--- config.mk ---
export PLATFORM = sky130hd
export DESIGN_NAME = lst_ctrl
export DESIGN_NICKNAME = d
export VERILOG_FILES = /design/src/rtl/lst_pkg.sv /design/src/rtl/lst_ctrl.sv
export VERILOG_INCLUDE_DIRS = /design/src /design/src/rtl
export SDC_FILE = /design/constraint.sdc
export NUM_CORES = 1
export LEC_CHECK = 0
export ABC_AREA = 0
export BUFFER_PORTS_ARGS = -buffer_cell sky130_fd_sc_hd__clkbuf_2
export CAP_MARGIN = 5
export CORE_AREA = 5 5 42 44
export DETAILED_ROUTE_END_ITERATION = 8
export DIE_AREA = 0 0 47 49
export GPL_TIMING_DRIVEN = 0
export PLACE_DENSITY_LB_ADDON = 0.2
export RECOVER_POWER = 50
export SETUP_SLACK_MARGIN = 0.3
export SLEW_MARGIN = 20
export SYNTH_ARGS = -nofsm -noshare
export SYNTH_HDL_FRONTEND = slang
export SYNTH_SLANG_ARGS = --single-unit
export TNS_END_PERCENT = 50
--- constraint.sdc ---
create_clock -name clk -period 2.87 [get_ports clk]
set_clock_uncertainty 0.2 [all_clocks]
set_input_delay 0.1435 -clock clk [delete_from_list [all_inputs] [get_ports clk]]
set_output_delay 0.1435 -clock clk [all_outputs]
set_load 0.05 [all_outputs]
--- src/rtl/lba_shortcut_table_unit_defines.svh ---
// assertion macros for the lba shortcut table unit
`ifndef LBA_SHORTCUT_TABLE_UNIT_DEFINES_SVH
`define LBA_SHORTCUT_TABLE_UNIT_DEFINES_SVH

`ifndef NO_ASSERTIONS

// consequent must hold in the same cycle as the antecedent
`define LST_ASSERT_SAME(label, clk, rst_n, ante, cons) \
    label: assert property (@(posedge clk) disable iff (!rst_n) (ante) |-> (cons)) \
        else $error("lst assertion failed");

// consequent must hold in the cycle after the antecedent
`define LST_ASSERT_NEXT(label, clk, rst_n, ante, cons) \
    label: assert property (@(posedge clk) disable iff (!rst_n) (ante) |=> (cons)) \
        else $error("lst assertion failed");

`else

`define LST_ASSERT_SAME(label, clk, rst_n, ante, cons)
`define LST_ASSERT_NEXT(label, clk, rst_n, ante, cons)

`endif

`endif

--- src/rtl/lst_pkg.sv ---
// ----------------------------------------------------------------------------
// lst_pkg
// shared constants, codes and controller/datapath types of the shortcut table
// ----------------------------------------------------------------------------
package lst_pkg;

    localparam int ADDRESS_COUNT = 65536;
    localparam int SLOT_COUNT    = 64;

    localparam int ADDR_W = $clog2(ADDRESS_COUNT);
    localparam int IDX_W  = (SLOT_COUNT > 1) ? $clog2(SLOT_COUNT) : 1;
    localparam int FILL_W = $clog2(SLOT_COUNT + 1);

    localparam logic [ADDR_W-1:0] ADDR_LAST  = ADDR_W'(ADDRESS_COUNT - 1);
    localparam logic [IDX_W-1:0]  IDX_LAST   = IDX_W'(SLOT_COUNT - 1);
    localparam logic [FILL_W-1:0] FILL_FULL  = FILL_W'(SLOT_COUNT);
    localparam logic [7:0]        SLOT_LIMIT = 8'(SLOT_COUNT);
    localparam logic [7:0]        NO_SLOT    = 8'hFF;

    localparam logic [2:0] MODE_ALLOC   = 3'd0;
    localparam logic [2:0] MODE_LINK    = 3'd1;
    localparam logic [2:0] MODE_UNLINK  = 3'd2;
    localparam logic [2:0] MODE_QUERY   = 3'd3;
    localparam logic [2:0] MODE_RELINK  = 3'd4;
    localparam logic [2:0] MODE_RELEASE = 3'd5;

    localparam logic [2:0] STAT_OK         = 3'd0;
    localparam logic [2:0] STAT_NO_FREE    = 3'd1;
    localparam logic [2:0] STAT_UNASSIGNED = 3'd2;
    localparam logic [2:0] STAT_NOT_BOUND  = 3'd3;
    localparam logic [2:0] STAT_NO_CHANGE  = 3'd4;

    typedef struct packed {
        logic clear;
        logic capture;
        logic lookup;
        logic commit;
    } lst_cmd_t;

    typedef struct packed {
        logic clear_done;
    } lst_sts_t;

endpackage

--- src/rtl/lst_ctrl.sv ---
// ----------------------------------------------------------------------------
// lst_ctrl
// sequencer: map clearing pass, request accept, lookup, execute and response
// ----------------------------------------------------------------------------
`include "lba_shortcut_table_unit_defines.svh"

module lst_ctrl (
    input  logic              clk,
    input  logic              rst_n,
    input  logic              req_valid,
    output logic              req_ready,
    output logic              rsp_valid,
    input  logic              rsp_ready,
    output lst_pkg::lst_cmd_t cmd,
    input  lst_pkg::lst_sts_t sts
);
    import lst_pkg::*;

    localparam logic [1:0] ST_CLEAR  = 2'd0;
    localparam logic [1:0] ST_IDLE   = 2'd1;
    localparam logic [1:0] ST_LOOKUP = 2'd2;
    localparam logic [1:0] ST_EXEC   = 2'd3;

    logic [1:0] state_reg;
    logic [1:0] state_next;
    logic       rsp_valid_reg;
    logic       rsp_valid_next;

    always_comb
    begin
        state_next     = state_reg;
        rsp_valid_next = rsp_valid_reg;
        cmd            = '0;
        req_ready      = 1'b0;
        if (rsp_ready)
        begin
            rsp_valid_next = 1'b0;
        end
        unique case (state_reg)
            ST_CLEAR:
            begin
                cmd.clear = 1'b1;
                if (sts.clear_done)
                begin
                    state_next = ST_IDLE;
                end
            end
            ST_IDLE:
            begin
                req_ready = 1'b1;
                if (req_valid)
                begin
                    cmd.capture = 1'b1;
                    state_next  = ST_LOOKUP;
                end
            end
            ST_LOOKUP:
            begin
                cmd.lookup = 1'b1;
                state_next = ST_EXEC;
            end
            ST_EXEC:
            begin
                // wait here while the previous response is still unclaimed
                if (!rsp_valid_reg || rsp_ready)
                begin
                    cmd.commit     = 1'b1;
                    rsp_valid_next = 1'b1;
                    state_next     = ST_IDLE;
                end
            end
            default:
            begin
                state_next = ST_CLEAR;
            end
        endcase
    end

    always_ff @(posedge clk or negedge rst_n)
    begin
        if (!rst_n)
        begin
            state_reg     <= ST_CLEAR;
            rsp_valid_reg <= 1'b0;
        end
        else
        begin
            state_reg     <= state_next;
            rsp_valid_reg <= rsp_valid_next;
        end
    end

    assign rsp_valid = rsp_valid_reg;

    `LST_ASSERT_NEXT(a_accept_to_lookup, clk, rst_n, req_valid && req_ready, state_reg == ST_LOOKUP)
    `LST_ASSERT_SAME(a_commit_output_free, clk, rst_n, cmd.commit, !rsp_valid_reg || rsp_ready)
    `LST_ASSERT_NEXT(a_exec_holds_on_stall, clk, rst_n, (state_reg == ST_EXEC) && rsp_valid_reg && !rsp_ready, (state_reg == ST_EXEC) && rsp_valid_reg)
    `LST_ASSERT_SAME(a_no_response_clearing, clk, rst_n, state_reg == ST_CLEAR, !rsp_valid_reg && !req_ready)

endmodule

* Word level (Yosys, flattened, before mapping)
Index checks and enable logic that the tools add are counted.
W data, S select, Z words.
** Storage, ports and cells
- Output and inout bits :: 6
- Input port bits :: 5
- Logic and storage cells :: 26
- Register bits :: 3
** Operators by class
- Reduce and logical (&&, ||, !) cells :: 4
- Multiplexer cells :: 14
- Equality and inequality tests :: 6
** Operators by type and width (count)
- $mux W1 :: 10
- $pmux W2 S4 :: 1
- $mux W2 :: 3
- $ne A2 B2 Y1 const B :: 3
- $eq A2 B2 Y1 const B :: 2
- $reduce_and A3 Y1 :: 1
- $eq A2 B1 Y1 const B :: 1
- $logic_not A2 Y1 :: 1
- $logic_not A1 Y1 :: 1
- $logic_or A1 B1 Y1 :: 1

* Longest topological paths before layout
Gate-level depths: netlist of the first run.
- Word-level depth :: 4
- Mapped depth :: 5
- Gate-level depth less buffers :: 5

* Least setup slack after synthesis of the first run
OpenSTA, ideal clock, no wires.
- Path kind :: register to register
- From :: register state_reg[0]
- To :: register state_reg[1]
- Data required time :: 2545 ps
- Stages on the path, launching flop included :: 6
- Library setup time :: 125 ps
- Clock period less this slack :: 2060 ps
- Buffers on the path :: 0
- Setup slack :: 810 ps
- Data arrival time :: 1735 ps
- Cells stage by stage :: dfrtp_1 > inv_1 > ha_1 > clkinv_1 > o221ai_4 > mux2_4
** Between the ends
- Cells in the longest elaborated chain, start to end :: 3
- Elaborated cells on any way between the ends :: 9
- Those cells by class :: 6 x eq/ne; 1 x mux; 2 x reduce/logical
** Ends and longest elaborated chain
- start: declaration :: line lst_ctrl.sv:24 : logic [1:0] state_reg;
- start signal: assignment :: line lst_ctrl.sv:88 : state_reg <= state_next;
- $eq A2 B2 Y1 (tied with other cells) :: line lst_ctrl.sv:39 : unique case (state_reg)
- $ne A2 B2 Y1 (no source line)
- $reduce_and A3 Y1 (no source line)
Several ways; a longest one is shown, not always the timed one.
A chain may end at the register's enable or synchronous reset.

==> impl_metrics.toml, run 1 <==
[timing]
worst_hold_slack_ps = 20.5
period_needed_ps = 1720
setup_tns_ps = 0
rsz0062_at_grt = "false"
fmax_ghz = 0.581
hold_viol_final = 0
worst_slew_pin_slew_ps = 594
setup_viol = 0
slew_headroom_pct = 60.6
final_max_slew_viol_count = 0
finalCritPeriodShare_pct = 60.0

[synth]
ys_ff_latch = 3
ys_seq_area_share_pct = 30.9
syn-cell-area_um2 = 243
yosysWarningCount = 0
synth_nets = 30
ys_types = 11
syn_avg_cell_area_um2 = 12.1
synthCells = 20

[run]
max_cap_viol_count = 0

[worst_setup_path]
reg2reg_depth = 5
cp_max_fo = 4
critPathKind = "reg -> out"
worstPathArrival_ps = 1380
cp_slowest_cell = "clkbuf_1"
crit_path_start_kind = "flop"
crit_required_ps = 2530
cpPeakStageDelay_ps = 460
critical_path.cell_chain = "inv_1 -> ha_1 -> clkbuf_1"
endpoint_kind = "output port"

[routing]
drtIter0Drc = 0
drc = 0
via_count = 193
drtPass1Iterations = 1
vias_per_cell = 3.78
drt_wl_total_um = 482
ant_nets = 0
wire_per_inst_um = 9.45

[grt]
grt_start_max_net_pins = 5
grt-ovfl-total = 0
grt_pass1_wl_um = 848
grt_pass1_vias = 203
antenna_found_initial = 0
grt_usage_pct = 5.78
grt_use_met2_pct = 7.69
grt-busiest-layer = "met4"
met1_usage_pct = 5.74
gr-usage-met3_pct = 0.369

[cells_and_area]
nNetsFinal = 46
drive_gt1_share_pct = 40.0
multi_input_area_um2 = 153
layout_common_cells = "7 x clkbuf_2, 5 x ha_1, 4 x clkbuf_1"
mostFrequentLayoutCell = "clkbuf_2"
largest_reg_flops = 2
syn_to_final_growth_pct = 42.3
diodes = 0
fill_cells = 165
regArea_um2 = 75.1
final_core_util_pct = 24.6

[placed_design]
portBuffers = 10
gp_congestion = 0.713
dp.final_hpwl_um = 381

[clock_network]
htreeDepth = 1
post_cts.repair.setup_buffers = 0
cts_buffers = 3
ctsRootBufferMaster = "clkbuf_4"
clkLatencyLatePin_ps = 230
cts_tree = "built"
clk_pin_slew_ps = 40
clock_sinks = 3
cts-resized-gates = 0
postCtsHoldBufs = 1
clockBufferDepth = 2

[floorplanning]
start_util_pct = 17.3
die_w_um = 47
die-area_mm2 = 0.00230
dieHeight_um = 49
placementRows = 14
fp.coreArea_mm2 = 0.00140
pin_count = 11

[hold_path]
hold_path.class = "in -> reg"
whs_path_depth = 3

[run_status]
status = "finished clean"
## cells by family after synthesis
logic type / Yosys count / synth area share, %
fa+ha+maj: 5 / 25.8
simple gates: 5 / 16.0
buf+inv: 4 / 6.19
flops: 3 / 30.9
mux: 2 / 10.3
compound gates: 1 / 10.8
## metrics by stage
stage,std cells,instance area [um^2],setup WS (ps)
after CTS,51,349,1140
after detailed placement,46,313,1160
after global placement,46,313,1180
after global routing,51,345,1060
final,51,345,1150
after floorplan,20,243,810
## critical path: cells and delay by family, from the launching register on
family,cells,cell delay [ps]
DFF,1,410
adders and majority gates,1,150
buffers and inverters,2,580
## metal layers
metal	vias to the layer above	part of all wire, %
li1	92	-
met1	87	33
met2	10	52
met3	4	7.9
met4	0	7.5
met5	-	0
## synthesized netlist by cell type
cell	n	area share (%)
inv_1	2	3.1
ha_1	5	26
clkinv_1	2	3.1
nand2b_2	1	3.6
dfrtp_1	3	31
mux2_4	1	6.2
nand2_1	1	1.5
o221ai_4	1	11
and2_1	2	5.2
mux2i_1	1	4.1
nand2b_4	1	5.7
## final cells by class
| class | count | area share (%) |
|---|---|---|
| Multi-Input combinational cell | 13 | 44.2 |
| Timing Repair Buffer | 11 | 16.3 |
| Inverter | 4 | 4.35 |
| Sequential cell | 3 | 21.7 |
| Clock buffer | 4 | 7.61 |
| Tap cell | 16 | 5.80 |
## worst paths after layout
check / start / endpoint / slack [ps]
min in group asynchronous: rst_n / state_reg[0] / 40
max in group asynchronous: rst_n / rsp_valid / 2280
setup reg to reg: state_reg[0] / state_reg[1] / 1170
hold / removal: rsp_ready / rsp_valid / 20
setup / recovery: state_reg[0] / cmd[1] / 1150
hold reg to reg: rsp_valid / rsp_valid / 370
Power of run 1 is not shown: default switching activity piles up to over one toggle a cycle in this logic, so the estimate is an artifact.
==> inputs of run 2 (changes only) <==
clock period = 1.6 ns   (was 2.87 ns; I/O delays follow)
==> impl_metrics.toml, run 2 (same netlist as run 1, synthesis figures left out) <==
[cells_and_area]
drive_gt1_share_pct = 71.4
nNetsFinal = 53
diodes = 0
post-route-cell-area_um2 = 488
mostFrequentLayoutCell = "clkbuf_2"
layout_common_cells = "5 x clkbuf_2, 4 x buf_4, 3 x ha_1, 3 x clkbuf_4, 3 x buf_6"
largest_reg_flops = 2
syn_to_final_growth_pct = 101

[hold_path]
hp-start = "rsp_ready"
hold-path-endpoint = "rsp_valid"
whs_path_depth = 3
hold_path.class = "in -> reg"

[grt]
antenna_found_initial = 0
grt-busiest-layer = "met2"
gr-usage-met3_pct = 2.21
grt_use_met2_pct = 8.37
met1_usage_pct = 6.61
grt_start_max_net_pins = 4
grt-ovfl-total = 0
grt_usage_pct = 5.78
grt_pass1_wl_um = 917
grt_pass1_vias = 226

[clock_network]
clk_pin_slew_ps = 40
clkLatencyLatePin_ps = 230
postCtsHoldBufs = 2
cts_buffers = 3
ctsRootBufferMaster = "clkbuf_4"
clock_sinks = 3
htreeDepth = 1
clockBufferDepth = 2
cts_tree = "built"

[worst_setup_path]
cp_max_fo = 3
r2r_setup_slack_ps = 40
reg2reg_depth = 5
rr_endpoint = "state_reg[1]"
crit_required_ps = 1510
endpoint_kind = "flop"
crit_path_start_kind = "flop"
worstPathArrival_ps = 1480
critPathKind = "reg -> reg"
timing.rr.start = "state_reg[1]"

[routing]
ant_nets = 0
vias_per_cell = 3.43
wire_per_inst_um = 9.41
drc = 0
drt_wl_total_um = 546
drtIter0Drc = 1
drtPass1Iterations = 2
via_count = 199

[floorplanning]
fp.coreArea_mm2 = 0.00140
placementRows = 14
die_w_um = 47
start_util_pct = 17.3
die-area_mm2 = 0.00230
pin_count = 11
dieHeight_um = 49

[timing]
slew_headroom_pct = 81.6
worst_hold_slack_ps = -42.5
hold_viol_final = 1
worst_slew_pin_slew_ps = 278
finalCritPeriodShare_pct = 97.8
final_max_slew_viol_count = 0
setup_viol = 0
period_needed_ps = 1560
rsz0062_at_grt = "true"
fmax_ghz = 0.639

[placed_design]
gp_congestion = 0.664
postPlaceCellArea_um2 = 343
portBuffers = 10
dp.final_hpwl_um = 412

[run]
max_cap_viol_count = 0

[run_status]
violations = "negative hold slack"
status = "complete, but fails checks"
[run 2: repair_timing]
item | 4_1_cts | 5_1_grt
setup endpoints to repair | 7 | 7
buffers inserted | 4 | 2
endpoints found under the hold margin | 4 | 1
gates resized for setup | 4 | 15
pin swaps | 2 | 1
[run 2: layer usage]
metal  vias up  routed length (um)
met5         -                   0
met1        88                 233
li1        106                   -
met2         5                 288
met4         0                   0
met3         0                  25
[run 2: worst max path at each step]
| stage | start | to | slack, ps | depth (start not counted) |
|---|---|---|---|---|
| after floorplan | state_reg[0] | state_reg[1] | -60 | 5 |
| after global routing | state_reg[0] | state_reg[1] | -20 | 5 |
| after CTS | state_reg[1] | state_reg[1] | 20 | 5 |
| after detailed placement | state_reg[0] | state_reg[1] | -5 | 5 |
| final | state_reg[1] | state_reg[1] | 40 | 5 |
| after global placement | state_reg[0] | state_reg[1] | 9 | 4 |
[run 2: cell type report]
type	instances	area, um^2
Timing Repair Buffer	18	163
Sequential cell	3	76.3
Multi-Input combinational cell	13	180
Clock buffer	4	26.3
Inverter	4	22.5
Tap cell	16	20.0
Fill cell	154	913
[run 2: metrics by stage]
stage / instances / hold slack, ps / util, % / setup TNS (ps) / worst slack [ps]
after floorplan: 20 / -416 / - / -56.6 / -56.6
after global placement: 46 / -323 / 24.5 / 0 / 9.08
after detailed placement: 46 / -321 / 24.5 / -4.90 / -4.90
after CTS: 56 / -41.6 / 31.7 / 0 / 17.3
after global routing: 58 / -36.8 / 34.8 / -21.7 / -21.7
final: 58 / -42.5 / 34.8 / 0 / 35.0
[run 2: worst max-delay path, cell delays in order (launching register included)]
cell and delay (ps):
dfrtp_1 410, inv_2 120, ha_4 160, clkinv_4 50, o221ai_4 190, mux2_4 320
Power of run 2 is left out for the same reason.
==> inputs of run 3 (changes only) <==
clock period = 1.35 ns   (was 1.6 ns; I/O delays follow)
==> impl_metrics.toml, run 3 (same netlist as run 1, synthesis figures left out) <==
[run_status]
status = "complete, but fails checks"
violations = "negative hold slack, negative setup slack"

[timing]
finalCritPeriodShare_pct = 115
final_max_slew_viol_count = 0
fmax_ghz = 0.643
worst_hold_slack_ps = -54.3
period_needed_ps = 1560
rsz0062_at_grt = "true"
slew_headroom_pct = 86.8
setup_viol = 7
fin_ws_ps = -205
worst_slew_pin_slew_ps = 197
hold_viol_final = 1

[floorplanning]
dieHeight_um = 49
die_w_um = 47
pin_count = 11
start_util_pct = 17.3
placementRows = 14
die-area_mm2 = 0.00230
fp.coreArea_mm2 = 0.00140

[grt]
grt_pass1_wl_um = 869
grt_pass1_vias = 228
antenna_found_initial = 0
grt-ovfl-total = 0
grt_usage_pct = 5.50
grt_start_max_net_pins = 4

[worst_setup_path]
worstPathArrival_ps = 1460
endpoint_kind = "flop"
crit_required_ps = 1260
r2r_setup_slack_ps = -210
cp_max_fo = 3
critPathKind = "reg -> reg"
timing.rr.start = "state_reg[0]"
reg2reg_depth = 5
rr_endpoint = "state_reg[1]"
crit_path_start_kind = "flop"

[hold_path]
whs_path_depth = 3
hold-path-endpoint = "rsp_valid"
hold_path.class = "in -> reg"
hp-start = "rsp_ready"

[clock_network]
htreeDepth = 1
clkLatencyLatePin_ps = 230
cts_buffers = 3
cts_tree = "built"
ctsRootBufferMaster = "clkbuf_4"
clockBufferDepth = 2
postCtsHoldBufs = 2
clock_sinks = 3
clk_pin_slew_ps = 40

[cells_and_area]
diodes = 0
syn_to_final_growth_pct = 121
layout_common_cells = "3 x clkbuf_4, 3 x clkbuf_2, 3 x clkbuf_16, 3 x buf_8, 3 x buf_4"
nNetsFinal = 52
drive_gt1_share_pct = 78.0
largest_reg_flops = 2

[power_and_ir_drop]
vdd_drop_max_mv = 0.946
powerDensity_mw_per_mm2 = 2920
p_leak_uw = 0.000241
power_uw = 1570

[routing]
vias_per_cell = 3.60
drc = 0
drtIter0Drc = 0
drtPass1Iterations = 1
drt_wl_total_um = 558
via_count = 205
ant_nets = 0
wire_per_inst_um = 9.79

[placed_design]
portBuffers = 10
pre_cts_ws_ps = -259
dp.final_hpwl_um = 418
gp_congestion = 0.607

[run]
max_cap_viol_count = 0
## run 3: how the worst max path moves through the flow
stage,cells past startpoint,endpoint,start
detailed placement,4,state_reg[1],state_reg[0]
global route,5,state_reg[1],state_reg[1]
floorplan,5,state_reg[1],state_reg[0]
finish,5,state_reg[1],state_reg[0]
CTS,5,state_reg[1],state_reg[1]
global placement,4,state_reg[1],state_reg[0]
## run 3: through the flow
stage | hold slack, ps | instances | utilization, % | TNS [ps] | instance area (um^2)
after floorplan | -428 | 20 | - | -445 | 279
after global placement | -336 | 46 | 24.9 | -369 | 349
after detailed placement | -334 | 46 | 24.9 | -379 | 349
after CTS | -54.6 | 56 | 37.1 | -783 | 519
after global routing | -43.7 | 57 | 38.2 | -1020 | 536
final | -54.3 | 57 | 38.2 | -749 | 536
## run 3: what timing repair did
item / CTS / global route
resized for setup: 18 / 7
pin swaps: 0 / 1
setup buffers: 4 / 1
hold endpoints to repair: 4 / 1
endpoints found under the setup margin: 9 / 11
## run 3: power breakdown
| part | leakage (uW) | switching, uW | internal, uW |
|---|---|---|---|
| clock | 0.0000150 | 41.4 | 110 |
| combinational | 0.000193 | 583 | 624 |
| sequential | 0.0000323 | 61.4 | 145 |
| total | 0.000241 | 686 | 880 |
## run 3: metal layers
layer | wire (um) | vias up | GRT usage (%)
met5 | 0 | - | 0
met4 | 0 | 0 | 4.15
met3 | 29 | 0 | 2.21
met2 | 311 | 4 | 9.05
met1 | 217 | 95 | 5.08
li1 | - | 106 | -
## run 3: worst max-delay path, stage by stage (launching register included)
cell      delay [ps]
dfrtp_2          420
inv_2            100
ha_4             160
clkinv_4          50
o221ai_4         190
mux2_4           320
## run 3: area by class of cell
| type | instances | area [um^2] |
|---|---|---|
| Timing Repair Buffer | 17 | 204 |
| Inverter | 4 | 20.0 |
| Sequential cell | 3 | 77.6 |
| Clock buffer | 4 | 26.3 |
| Multi-Input combinational cell | 13 | 188 |
| Fill cell | 140 | 866 |
| Tap cell | 16 | 20.0 |
Note: power is estimated with default switching activity, not from simulation.
